--- src/rtl/core/fpfa_pkg.sv ---
package fpfa_pkg;

  localparam int MAX_PARTITIONS = 64;
  localparam int NUM_CELLS = (MAX_PARTITIONS < 64) ? MAX_PARTITIONS : 64;

  localparam int IDX_W  = 6;
  localparam int CNT_W  = 7;
  localparam int AMT_W  = 16;
  localparam int POL_W  = 2;
  localparam int ADDR_W = 3;
  localparam int DATA_W = 32;

  localparam logic REG_POLICY = 1'b0;
  localparam logic REG_COUNT  = 1'b1;

  typedef enum logic [1:0] {
    OP_LOAD  = 2'd0,
    OP_ALLOC = 2'd1,
    OP_CLEAR = 2'd2
  } op_e;

  typedef enum logic [1:0] {
    STATUS_LOADED  = 2'd0,
    STATUS_GRANTED = 2'd1,
    STATUS_NOFIT   = 2'd2,
    STATUS_CLEARED = 2'd3
  } status_e;

  typedef enum logic [1:0] {
    POL_FIRST = 2'd0,
    POL_BEST  = 2'd1,
    POL_WORST = 2'd2
  } policy_e;

  typedef struct packed {
    logic [1:0]       op;
    logic [IDX_W-1:0] partition_index;
    logic [AMT_W-1:0] amount;
  } item_t;

  typedef struct packed {
    logic [1:0]       status;
    logic [IDX_W-1:0] granted_index;
    logic [AMT_W-1:0] fragment;
  } result_t;

  // search token moving down the row of cells
  typedef struct packed {
    logic             valid;
    logic             found;
    logic [POL_W-1:0] policy;
    logic [CNT_W-1:0] limit;
    logic [AMT_W-1:0] amount;
    logic [IDX_W-1:0] pick;
    logic [AMT_W-1:0] pick_size;
  } scan_t;

  // broadcast updates to every cell
  typedef struct packed {
    logic             load;
    logic             clear;
    logic             grant;
    logic [IDX_W-1:0] index;
    logic [AMT_W-1:0] amount;
  } ctrl_t;

endpackage

--- src/rtl/core/fpfa_cell.sv ---
module fpfa_cell import fpfa_pkg::*; (
  input  logic             clk_i,
  input  logic             rst_ni,
  input  logic [IDX_W-1:0] cell_idx_i,
  input  ctrl_t            ctrl_i,
  input  scan_t            scan_i,
  output scan_t            scan_o
);

  logic [AMT_W-1:0] size_q;
  logic             busy_q;
  logic             busy_d;
  scan_t            scan_q;
  scan_t            scan_d;
  logic             hit;
  logic             in_range;
  logic             fits;
  logic             better;
  logic             take;

  assign hit      = (ctrl_i.index == cell_idx_i);
  assign in_range = ({1'b0, cell_idx_i} < scan_i.limit);
  assign fits     = scan_i.valid && in_range && !busy_q && (scan_i.amount <= size_q);

  always_comb begin
    case (scan_i.policy)
      POL_BEST:  better = (size_q < scan_i.pick_size);
      POL_WORST: better = (size_q > scan_i.pick_size);
      default:   better = 1'b0;
    endcase
  end

  assign take = fits && (!scan_i.found || better);

  always_comb begin
    scan_d = scan_i;
    if (take) begin
      scan_d.found     = 1'b1;
      scan_d.pick      = cell_idx_i;
      scan_d.pick_size = size_q;
    end
  end

  always_comb begin
    busy_d = busy_q;
    if (ctrl_i.clear) begin
      busy_d = 1'b0;
    end else if (ctrl_i.load && hit) begin
      busy_d = 1'b0;
    end else if (ctrl_i.grant && hit) begin
      busy_d = 1'b1;
    end
  end

  always_ff @(posedge clk_i or negedge rst_ni) begin
    if (!rst_ni) begin
      busy_q <= 1'b0;
      scan_q <= '0;
    end else begin
      busy_q <= busy_d;
      scan_q <= scan_d;
    end
  end

  always_ff @(posedge clk_i) begin
    if (ctrl_i.load && hit) begin
      size_q <= ctrl_i.amount;
    end
  end

  assign scan_o = scan_q;

endmodule

--- config.mk ---
export PLATFORM = sky130hd
export DESIGN_NAME = fpfa_cell
export DESIGN_NICKNAME = d
export VERILOG_FILES = /design/src/rtl/core/fpfa_pkg.sv /design/src/rtl/core/fpfa_cell.sv
export SDC_FILE = /design/constraint.sdc
export NUM_CORES = 1
export LEC_CHECK = 0
export BUFFER_PORTS_ARGS = -buffer_cell sky130_fd_sc_hd__buf_2
export CAP_MARGIN = 20
export CORE_MARGIN = 5
export CORE_UTILIZATION = 43
export DETAILED_ROUTE_END_ITERATION = 7
export PLACE_DENSITY = 0.84
export REMOVE_ABC_BUFFERS = 1
export SLEW_MARGIN = 15
export SYNTH_ARGS = -nofsm -noshare
export SYNTH_HDL_FRONTEND = slang
export SYNTH_SLANG_ARGS = --single-unit
--- constraint.sdc ---
create_clock -name clk_i -period 2.45 [get_ports clk_i]
set_input_delay 0.49 -clock clk_i [delete_from_list [all_inputs] [get_ports clk_i]]
set_output_delay 0.49 -clock clk_i [all_outputs]
set_load 0.05 [all_outputs]
==> results of run 1 <==
[registers in the layout (all words and copies together) (netlist names)]
signal	count
busy_q	1
scan_o	49
size_q	16
[placed cells by master, fill, tap and decap left out, types with 2 or more instances in the layout]
master and n:
buf_2 130, dfrtp_1 50, inv_1 32, ha_1 28, buf_4 25, mux2i_1 16, edfxtp_1 16, ha_4 11
clkbuf_8 11, a21oi_1 9, inv_2 8, nand4_1 8, mux2_4 7, a21oi_2 6, nor2b_1 4, a21o_1 4
xnor2_1 4, buf_6 4, nand2_1 3, nand3_1 3, clkbuf_1 3, nand2b_1 2, o211ai_1 2, o21ai_1 2
nor4_2 2, nor2_1 2, xor2_1 2, nor3_1 2
[metrics by stage]
stage	setup slack [ps]	hold slack [ps]
2_1_floorplan	-310	194
3_3_place_gp	-238	531
3_5_place_dp	-279	542
4_1_cts	-44.0	184
5_1_grt	-159	218
6_report	-34.9	167
[layer usage]
layer	vias to the layer above	wire, um	GRT usage
li1	1172	-	-
met1	1156	3100	0.199
met2	82	4510	0.330
met3	13	507	0.0545
met4	0	125	0.0493
met5	-	0	0
[cell type report]
cell class	instances	share of cell area
Clock buffer	14	0.0361
Clock inverter	2	0.00778
Inverter	40	0.0333
Multi-Input combinational cell	131	0.315
Sequential cell	66	0.384
Tap cell	99	0.0275
Timing Repair Buffer	159	0.196
[critical path, stage by stage, from the launching register on]
cell and delay (ps):
edfxtp_1 410, buf_4 160, ha_4 210, buf_4 130, a21oi_1 130, o21ai_1 140
nor4_2 270, mux2i_1 340, a21oi_4 120, buf_6 150, mux2_4 300
[worst min path at each step]
stage	start	endpoint	slack, ps	depth (start not counted)
final	rst_ni	scan_o[23]$_DFF_PN0_	170	1
after global routing	rst_ni	scan_o[23]$_DFF_PN0_	220	1
after CTS	rst_ni	scan_o[23]$_DFF_PN0_	180	1
after detailed placement	rst_ni	scan_o[23]$_DFF_PN0_	540	1
after global placement	size_q[0]$_DFFE_PP_	scan_o[0]$_DFF_PN0_	530	1
after floorplan	rst_ni	busy_q$_DFFE_PN0P_	190	0
[cell families (layout without fill, tap and decap cells)]
group,after synthesis,count (layout)
AO/OA/AOI/OAI,32,32
multiplexers,23,23
flip-flops,66,66
buffers and inverters,42,215
XOR/XNOR,6,6
AND/OR/NAND/NOR,31,31
adder cells (fa/ha/maj),39,39
[what timing repair did]
item / 4_1_cts / 5_1_grt
gates resized for setup: 10 / 28
setup buffers: 2 / 6
pin swaps: 9 / 13
endpoints found under the setup margin: 21 / 22
[power by group through the flow]
stage,clock [mW],combinational (mW),sequential (mW)
6_report,0.930,0.568,1.19
4_1_cts,0.936,0.543,1.20
2_1_floorplan,0,0.130,1.41
3_5_place_dp,0,0.533,1.22
5_1_grt,0.995,0.609,1.20
3_3_place_gp,0,0.518,1.22
==> impl_metrics.yaml, run 1 <==
synthesis:
  synthCells: 239
  syn_area_um2: 3110
  synth.mux.area_fraction: 0.0829
  synth_cell_type_count: 35
  synth.most_common_cell: "dfrtp_1"
  synth.avg_cell_area_um2: 13.0
  synth_xor_area_frac: 0.0169
  synth_compound_area_frac: 0.0712
  synth_area_leader_cell: "dfrtp_1"
  synth-seq-cells: 66
  yosys.area_share.simple: 0.0611
  ys.flop_type: "dfrtp_1"
  synth_top_area_frac: 0.402
  ys_seq_area_frac: 0.557
  synth_top_family_by_area: "adder cells"
  ys_warn_count: 0
  synth.top_cells.by_count: "dfrtp_1, inv_1, ha_1"
  synthTopCellsByArea: "dfrtp_1, ha_1, edfxtp_1"
  synth-edff-count: 16
  synth_fa_ha_area_frac: 0.157
  synthArstFlopShare: 0.758
layout:
  multi_input_area_um2: 1420
  fin_nets: 528
  stdcell_count: 511
  diodes: 0
  area_growth_syn_to_layout_pct: 44.8
  design_area_um2: 4500
  layout-drive-gt1-share: 0.519
  utilization: 0.631
  num-fill-cells: 599
  seqCellArea_um2: 1730
place:
  dpl.cell_count: 488
  postPlaceCellArea_um2: 4030
  gp_congestion: 0.843
  io_buffers: 130
  hpwl_um: 6390
clock_tree:
  h-tree-depth: 3
  clk_latency_ps: 340
  cts_hold_buf: 0
  path_clk_slew_ps: 70
  cts_root_buf: "clkbuf_8"
  cts_buffer_depth: 2
  cts_buffers: 9
  cts_sinks: 66
  cts_tree: "yes"
power_and_ir_drop:
  p_comb_frac: 0.211
  clock_power_share: 0.345
  swShare: 0.292
  leakage_nw: 2.23
  internal_power_mw: 1.91
  power_density_nw_per_um2: 598
  irDropWorstVdd_mv: 0.278
  p_total_mw: 2.69
  p_sw_mw: 0.785
  p_seq_frac: 0.444
status:
  status: "finished, violations left"
  failed_checks: "setup timing"
setup_path:
  startpoint: "size_q[15]$_DFFE_PP_"
  worstSetupPathType: "reg2reg"
  rrSetupSlack_ps: -30
  reg2regPathDepth: 10
  worstPathRequired_ps: 2680
  r2r_end: "scan_o[16]$_DFF_PN0_"
  start_kind: "register"
  crit_end: "scan_o[16]$_DFF_PN0_"
  worst_ep_arrival_time_ps: 2710
  cp-end-kind: "register"
  cp_max_fo: 5
  rr_startpoint: "size_q[15]$_DFFE_PP_"
die:
  num_rows: 31
  start_util: 0.436
  die_height_um: 95.1
  core_area_um2: 7140
  die-area_um2: 9030
  fp.dieW_um: 95.1
  pin_count: 131
timing:
  fmax_mhz: 402
  finalSetupTns_ps: -192
  period_minus_slack_ps: 2480
  layout_setup_ws_ps: -34.9
  post-route-period-util: 1.01
  clock_skew_ps: 7.65
  slew_headroom: 0.577
  rsz0062_at_grt: "yes"
  tightest_slew_ps: 634
  hold_viol: 0
  drv_slew: 0
  setup_violations: 9
routing:
  drc: 0
  drt-total-wl_um: 8250
  via_per_inst: 4.74
  wl_per_cell_um: 16.1
  drtPass1Iterations: 4
  vias: 2423
  ant_nets: 0
  drt_iter0_drc: 72
global_routing:
  grt_pass1_wl_um: 12000
  antenna_found_initial: 0
  overflow: 0
  grt_max_degree: 31
  grt_pass1_vias: 2518
  grt_usage: 0.179
worst_hold_path:
  hold_path.class: "in2async"
job:
  maxCapViolations: 0
No activity file was read; power rests on OpenSTA's default activity.
==> run 2, diff against run 1 <==
--- a/config.mk
+++ b/config.mk
@@ -5,12 +5,12 @@
 export SDC_FILE = /design/constraint.sdc
 export NUM_CORES = 1
 export LEC_CHECK = 0
-export BUFFER_PORTS_ARGS = -buffer_cell sky130_fd_sc_hd__buf_2
 export CAP_MARGIN = 20
 export CORE_MARGIN = 5
-export CORE_UTILIZATION = 43
+export CORE_UTILIZATION = 57
 export DETAILED_ROUTE_END_ITERATION = 7
-export PLACE_DENSITY = 0.84
+export DONT_BUFFER_PORTS = 1
+export PLACE_DENSITY = 0.83
 export REMOVE_ABC_BUFFERS = 1
 export SLEW_MARGIN = 15
 export SYNTH_ARGS = -nofsm -noshare
==> run 2 against run 1 <==
Compared with the run above: the run still ends with setup timing left; utilization grew 8.8 points; sequential cell count is the same; via count decreased by 18%; sequential share of layout area up 7.8 points; sequential power rose by 17%; largest cell class unchanged; clock-buffer cell count decreased by 2; clock power up 6.1%; first-iteration DRC count shrank 8.3%; combinational power decreased by 58%; critical endpoint is now scan_o[17]$_DFF_PN0_.
==> impl_metrics.yaml, run 2 (same netlist as run 1, synthesis figures left out) <==
global_routing:
  grt_max_degree: 51
  overflow: 0
  grt_usage: 0.220
  grt_pass1_vias: 2213
  antenna_found_initial: 0
  grt_pass1_wl_um: 11700
job:
  maxCapViolations: 0
routing:
  via_per_inst: 5.79
  drt-total-wl_um: 7460
  drt_iter0_drc: 66
  wl_per_cell_um: 21.6
  vias: 1997
  drtPass1Iterations: 4
  ant_nets: 0
  drc: 0
setup_path:
  worstSetupPathType: "reg2reg"
  cp-end-kind: "register"
  rr_startpoint: "size_q[7]$_DFFE_PP_"
  reg2regPathDepth: 10
  critPathSlowestCell: "edfxtp_1"
  start_kind: "register"
  r2r_end: "scan_o[17]$_DFF_PN0_"
  cp_max_fo: 5
  worstPathRequired_ps: 2660
  rrSetupSlack_ps: -150
  max_stage_delay_ps: 410
  worst_ep_arrival_time_ps: 2810
  crit_chain: "ha_1, nand4_1, nor3_2, a21boi_2, nor4_2, mux2i_1, a21oi_4, buf_6, buf_12, mux2_4"
clock_tree:
  cts_buffers: 9
  cts_buffer_depth: 2
  path_clk_slew_ps: 70
  cts_sinks: 66
  cts_root_buf: "clkbuf_8"
  cts_tree: "yes"
  h-tree-depth: 3
  clk_latency_ps: 330
worst_hold_path:
  hold_start: "scan_i[37]"
  hold_path.class: "in2reg"
  hold_depth: 0
  hold_end: "scan_o[37]$_DFF_PN0_"
timing:
  tightest_slew_ps: 482
  period_minus_slack_ps: 2600
  slew_headroom: 0.679
  setup_violations: 19
  hold_viol: 0
  rsz0062_at_grt: "yes"
  fmax_mhz: 385
  layout_setup_ws_ps: -149
  post-route-period-util: 1.06
  clock_skew_ps: 6.32
  worst_hold_slack_ps: 181
  drv_slew: 0
  finalSetupTns_ps: -1690
status:
  failed_checks: "setup timing"
  status: "finished, violations left"
die:
  die_height_um: 83.9
  start_util: 0.598
  num_rows: 26
  core_area_um2: 5200
  die-area_um2: 7030
  pin_count: 131
  fp.dieW_um: 83.9
layout:
  diodes: 0
  largest_reg_flops: 49
  area_growth_syn_to_layout_pct: 20.3
  mostFrequentLayoutCells: "dfrtp_1, inv_1, ha_1"
  seqCellArea_um2: 1730
  fin_nets: 392
  layout-drive-gt1-share: 0.225
  final_common_cell: "dfrtp_1"
  multi_input_area_um2: 1320
  num-fill-cells: 331
power_and_ir_drop:
  leakage_nw: 1.71
  irDropWorstVdd_mv: 0.499
  power_density_nw_per_um2: 700
place:
  hpwl_um: 5560
  io_buffers: 0
  gp_congestion: 0.858
-- run 2: cell types whose count changed in the layout (fill, tap and decap cells not counted), moves of 2 or more --
cell / change
buf_8: +2
a21oi_2: -3
ha_1: +6
inv_2: -4
inv_1: +4
buf_6: -2
buf_12: +2
a21oi_1: +3
ha_4: -6
buf_2: -130
buf_4: -10
-- run 2: critical path: cells and delay by family, from the launching register on --
family / cells / cell delay, ps
AO/OA/AOI/OAI: 2 / 350
adder cells (fa/ha/maj): 1 / 350
multiplexers: 2 / 550
flip-flops: 1 / 410
AND/OR/NAND/NOR: 3 / 530
buffers and inverters: 2 / 260
-- run 2: how the worst max path moves through the flow --
stage | startpoint | cells after the start | slack, ps | end
final | size_q[7]$_DFFE_PP_ | 10 | -150 | scan_o[17]$_DFF_PN0_
after global routing | size_q[11]$_DFFE_PP_ | 10 | -240 | scan_o[17]$_DFF_PN0_
after CTS | size_q[14]$_DFFE_PP_ | 11 | -60 | scan_o[17]$_DFF_PN0_
after detailed placement | scan_i[36] | 9 | -160 | scan_o[21]$_DFF_PN0_
after global placement | scan_i[15] | 10 | -70 | scan_o[0]$_DFF_PN0_
after floorplan | scan_i[36] | 8 | -310 | scan_o[0]$_DFF_PN0_
-- run 2: per-layer routing --
| layer | vias to the layer above | GRT usage | routed length, um |
|---|---|---|---|
| met5 | - | 0 | 0 |
| met4 | 0 | 0.0965 | 158 |
| met3 | 16 | 0.0958 | 572 |
| met2 | 99 | 0.371 | 3890 |
| met1 | 986 | 0.238 | 2840 |
| li1 | 896 | - | - |
-- run 2: what timing repair did --
action	CTS	global route
setup endpoints to repair	21	22
hold buffers	2	0
hold endpoints to repair	50	0
resized for setup	13	12
gates cloned	1	0
pin swaps	10	8
setup buffers	4	3
-- run 2: layout make-up --
class | instances | area share
tap | 70 | 0.0234
timing repair buffer | 23 | 0.0649
clock inverter | 3 | 0.0171
inverter | 40 | 0.0401
sequential | 66 | 0.463
multi-input combinational | 131 | 0.353
clock buffer | 12 | 0.0388
-- run 2: stage by stage --
step	worst slack, ps	util	instances	instance area (um^2)	power [mW]
finish	-149	0.719	345	3740	2.62
global route	-237	0.719	345	3740	2.72
CTS	-64.1	0.706	343	3680	2.63
detailed placement	-163	0.633	321	3300	1.60
global placement	-66.2	0.633	321	3300	1.59
floorplan	-310	-	237	3090	1.54
-- run 2: where the power goes --
| group | internal [mW] | leakage, nW | switching (mW) |
|---|---|---|---|
| logic | 0.120 | 0.878 | 0.117 |
| clock network | 0.593 | 0.104 | 0.394 |
| registers | 1.18 | 0.728 | 0.216 |
==> run 3, diff against run 2 <==
--- a/config.mk
+++ b/config.mk
@@ -8,6 +8,7 @@
 export CAP_MARGIN = 20
 export CORE_MARGIN = 5
 export CORE_UTILIZATION = 57
+export CTS_BUF_LIST = sky130_fd_sc_hd__clkbuf_16
 export DETAILED_ROUTE_END_ITERATION = 7
 export DONT_BUFFER_PORTS = 1
 export PLACE_DENSITY = 0.83
==> run 3 against run 2 <==
Compared with the run above: the flow still finishes with violations (setup timing); non-clock buffer count increased by 11; clock-buffer cell count decreased by 3; fmax increased by 1.4%; largest cell class unchanged; highest routed layer unchanged; register-to-register slack improved by 40 ps.
==> impl_metrics.yaml, run 3 (same netlist as run 1, synthesis figures left out) <==
place:
  gp_congestion: 0.858
  io_buffers: 0
  hpwl_um: 5560
  dpl.cell_count: 321
routing:
  via_per_inst: 5.85
  wl_per_cell_um: 22.8
  drt_iter0_drc: 73
  vias: 2083
  drc: 0
  drtPass1Iterations: 4
  ant_nets: 0
  drt-total-wl_um: 8120
status:
  failed_checks: "setup timing"
  status: "finished, violations left"
timing:
  tightest_slew_ps: 486
  rsz0062_at_grt: "yes"
  layout_setup_ws_ps: -112
  clock_skew_ps: 7.05
  period_minus_slack_ps: 2560
  post-route-period-util: 1.05
  slew_headroom: 0.677
  fmax_mhz: 390
  drv_slew: 0
  setup_violations: 17
  hold_viol: 0
power_and_ir_drop:
  power_density_nw_per_um2: 743
  p_total_mw: 2.95
  irDropWorstVdd_mv: 0.477
  leakage_nw: 1.82
setup_path:
  worstPathRequired_ps: 2670
  start_kind: "register"
  worst_ep_arrival_time_ps: 2780
  cp-end-kind: "register"
  crit_chain: "inv_1, ha_4, a21oi_2, o21ai_2, a221o_1, nor3_2, o221ai_2, a21oi_4, buf_6, buf_6, mux2i_1"
  cp_max_fo: 8
  cpMostUsedCell: "buf_6"
  max_stage_delay_ps: 390
  critPathSlowestCell: "edfxtp_1"
  worstSetupPathType: "reg2reg"
  reg2regPathDepth: 11
global_routing:
  grt_max_degree: 51
  grt_usage: 0.239
  grt_pass1_vias: 2373
  grt_pass1_wl_um: 12700
  overflow: 0
  antenna_found_initial: 0
layout:
  stdcell_count: 356
  layout-drive-gt1-share: 0.280
  area_growth_syn_to_layout_pct: 27.6
  num-fill-cells: 298
  largest_reg_flops: 49
  fin_nets: 403
  mostFrequentLayoutCells: "dfrtp_1, inv_1, ha_1"
  diodes: 0
  final_common_cell: "dfrtp_1"
die:
  num_rows: 26
  pin_count: 131
  core_area_um2: 5200
  die-area_um2: 7030
  die_height_um: 83.9
  start_util: 0.598
  fp.dieW_um: 83.9
clock_tree:
  cts_buffers: 9
  cts_sinks: 66
  path_clk_slew_ps: 50
  clk_latency_ps: 330
  cts_tree: "yes"
  h-tree-depth: 3
  cts_buffer_depth: 2
  cts_root_buf: "clkbuf_16"
worst_hold_path:
  hold_path.class: "in2async"
job:
  maxCapViolations: 0
==> run 3: cell types whose count changed in the layout (fill, tap and decap cells not counted), sizes merged <==
cell,previous run,this run
buf,22,34
clkbuf,12,9
inv,40,42
clkinv,1,2
dlygate4sd3,1,0
==> run 3: layout make-up <==
class	instances	area, um^2	share of cell area
Sequential cell	66	1730	0.436
Multi-Input combinational cell	131	1380	0.348
Timing Repair Buffer	34	318	0.0801
Clock buffer	9	225	0.0568
Clock inverter	6	75.1	0.0189
Tap cell	70	87.6	0.0221
Inverter	40	150	0.0378
==> run 3: per-layer routing <==
layer | track usage | share of wire | vias to the layer above
met3 | 0.0918 | 0.078 | 32
met1 | 0.253 | 0.35 | 1030
met4 | 0.143 | 0.049 | 0
met5 | 0 | 0 | -
li1 | - | - | 925
met2 | 0.400 | 0.52 | 96
==> run 3: timing repair <==
| action | 4_1_cts | 5_1_grt |
|---|---|---|
| hold buffers | 1 | 0 |
| setup buffers | 19 | 1 |
| resized for setup | 26 | 9 |
| endpoints found under the hold margin | 50 | 0 |
| pin swaps | 11 | 5 |
| setup endpoints to repair | 22 | 22 |
| cloned | 1 | 0 |
==> run 3: worst max-delay path: cells and delay by family (launching register included) <==
family          cells  cell delay, ps
compound gates      5             980
mux                 1             280
fa+ha+maj           1             220
simple gates        1             170
buf+inv             3             410
flops               1             390
==> run 3: report_power, final <==
part | total, mW | switching (mW) | internal, mW
clock network | 1.30 | 0.432 | 0.869
registers | 1.40 | 0.216 | 1.18
logic | 0.248 | 0.124 | 0.124
total | 2.95 | 0.772 | 2.17
==> run 3: per-stage QoR <==
step | hold WS, ps | util | instance area [um^2] | TNS, ps | setup WS (ps)
final | 16.6 | 0.762 | 3970 | -843 | -112
after global routing | 32.1 | 0.762 | 3970 | -3040 | -206
after CTS | 24.0 | 0.761 | 3960 | -246 | -33.9
after detailed placement | 196 | 0.633 | 3300 | -2290 | -163
after global placement | 196 | 0.633 | 3300 | -566 | -66.2
after floorplan | 194 | - | 3090 | -3990 | -310
==> run 3: path summary, 6_finish.rpt <==
path                                        end  slack [ps]                start
setup / recovery           scan_o[15]$_DFF_PN0_        -110  size_q[7]$_DFFE_PP_
hold / removal             scan_o[20]$_DFF_PN0_          20               rst_ni
setup reg to reg           scan_o[15]$_DFF_PN0_        -110  size_q[7]$_DFFE_PP_
hold reg to reg              busy_q$_DFFE_PN0P_         560   busy_q$_DFFE_PN0P_
max in group asynchronous  scan_o[15]$_DFF_PN0_        2210               rst_ni
min in group clk_i         scan_o[40]$_DFF_PN0_         190           scan_i[40]
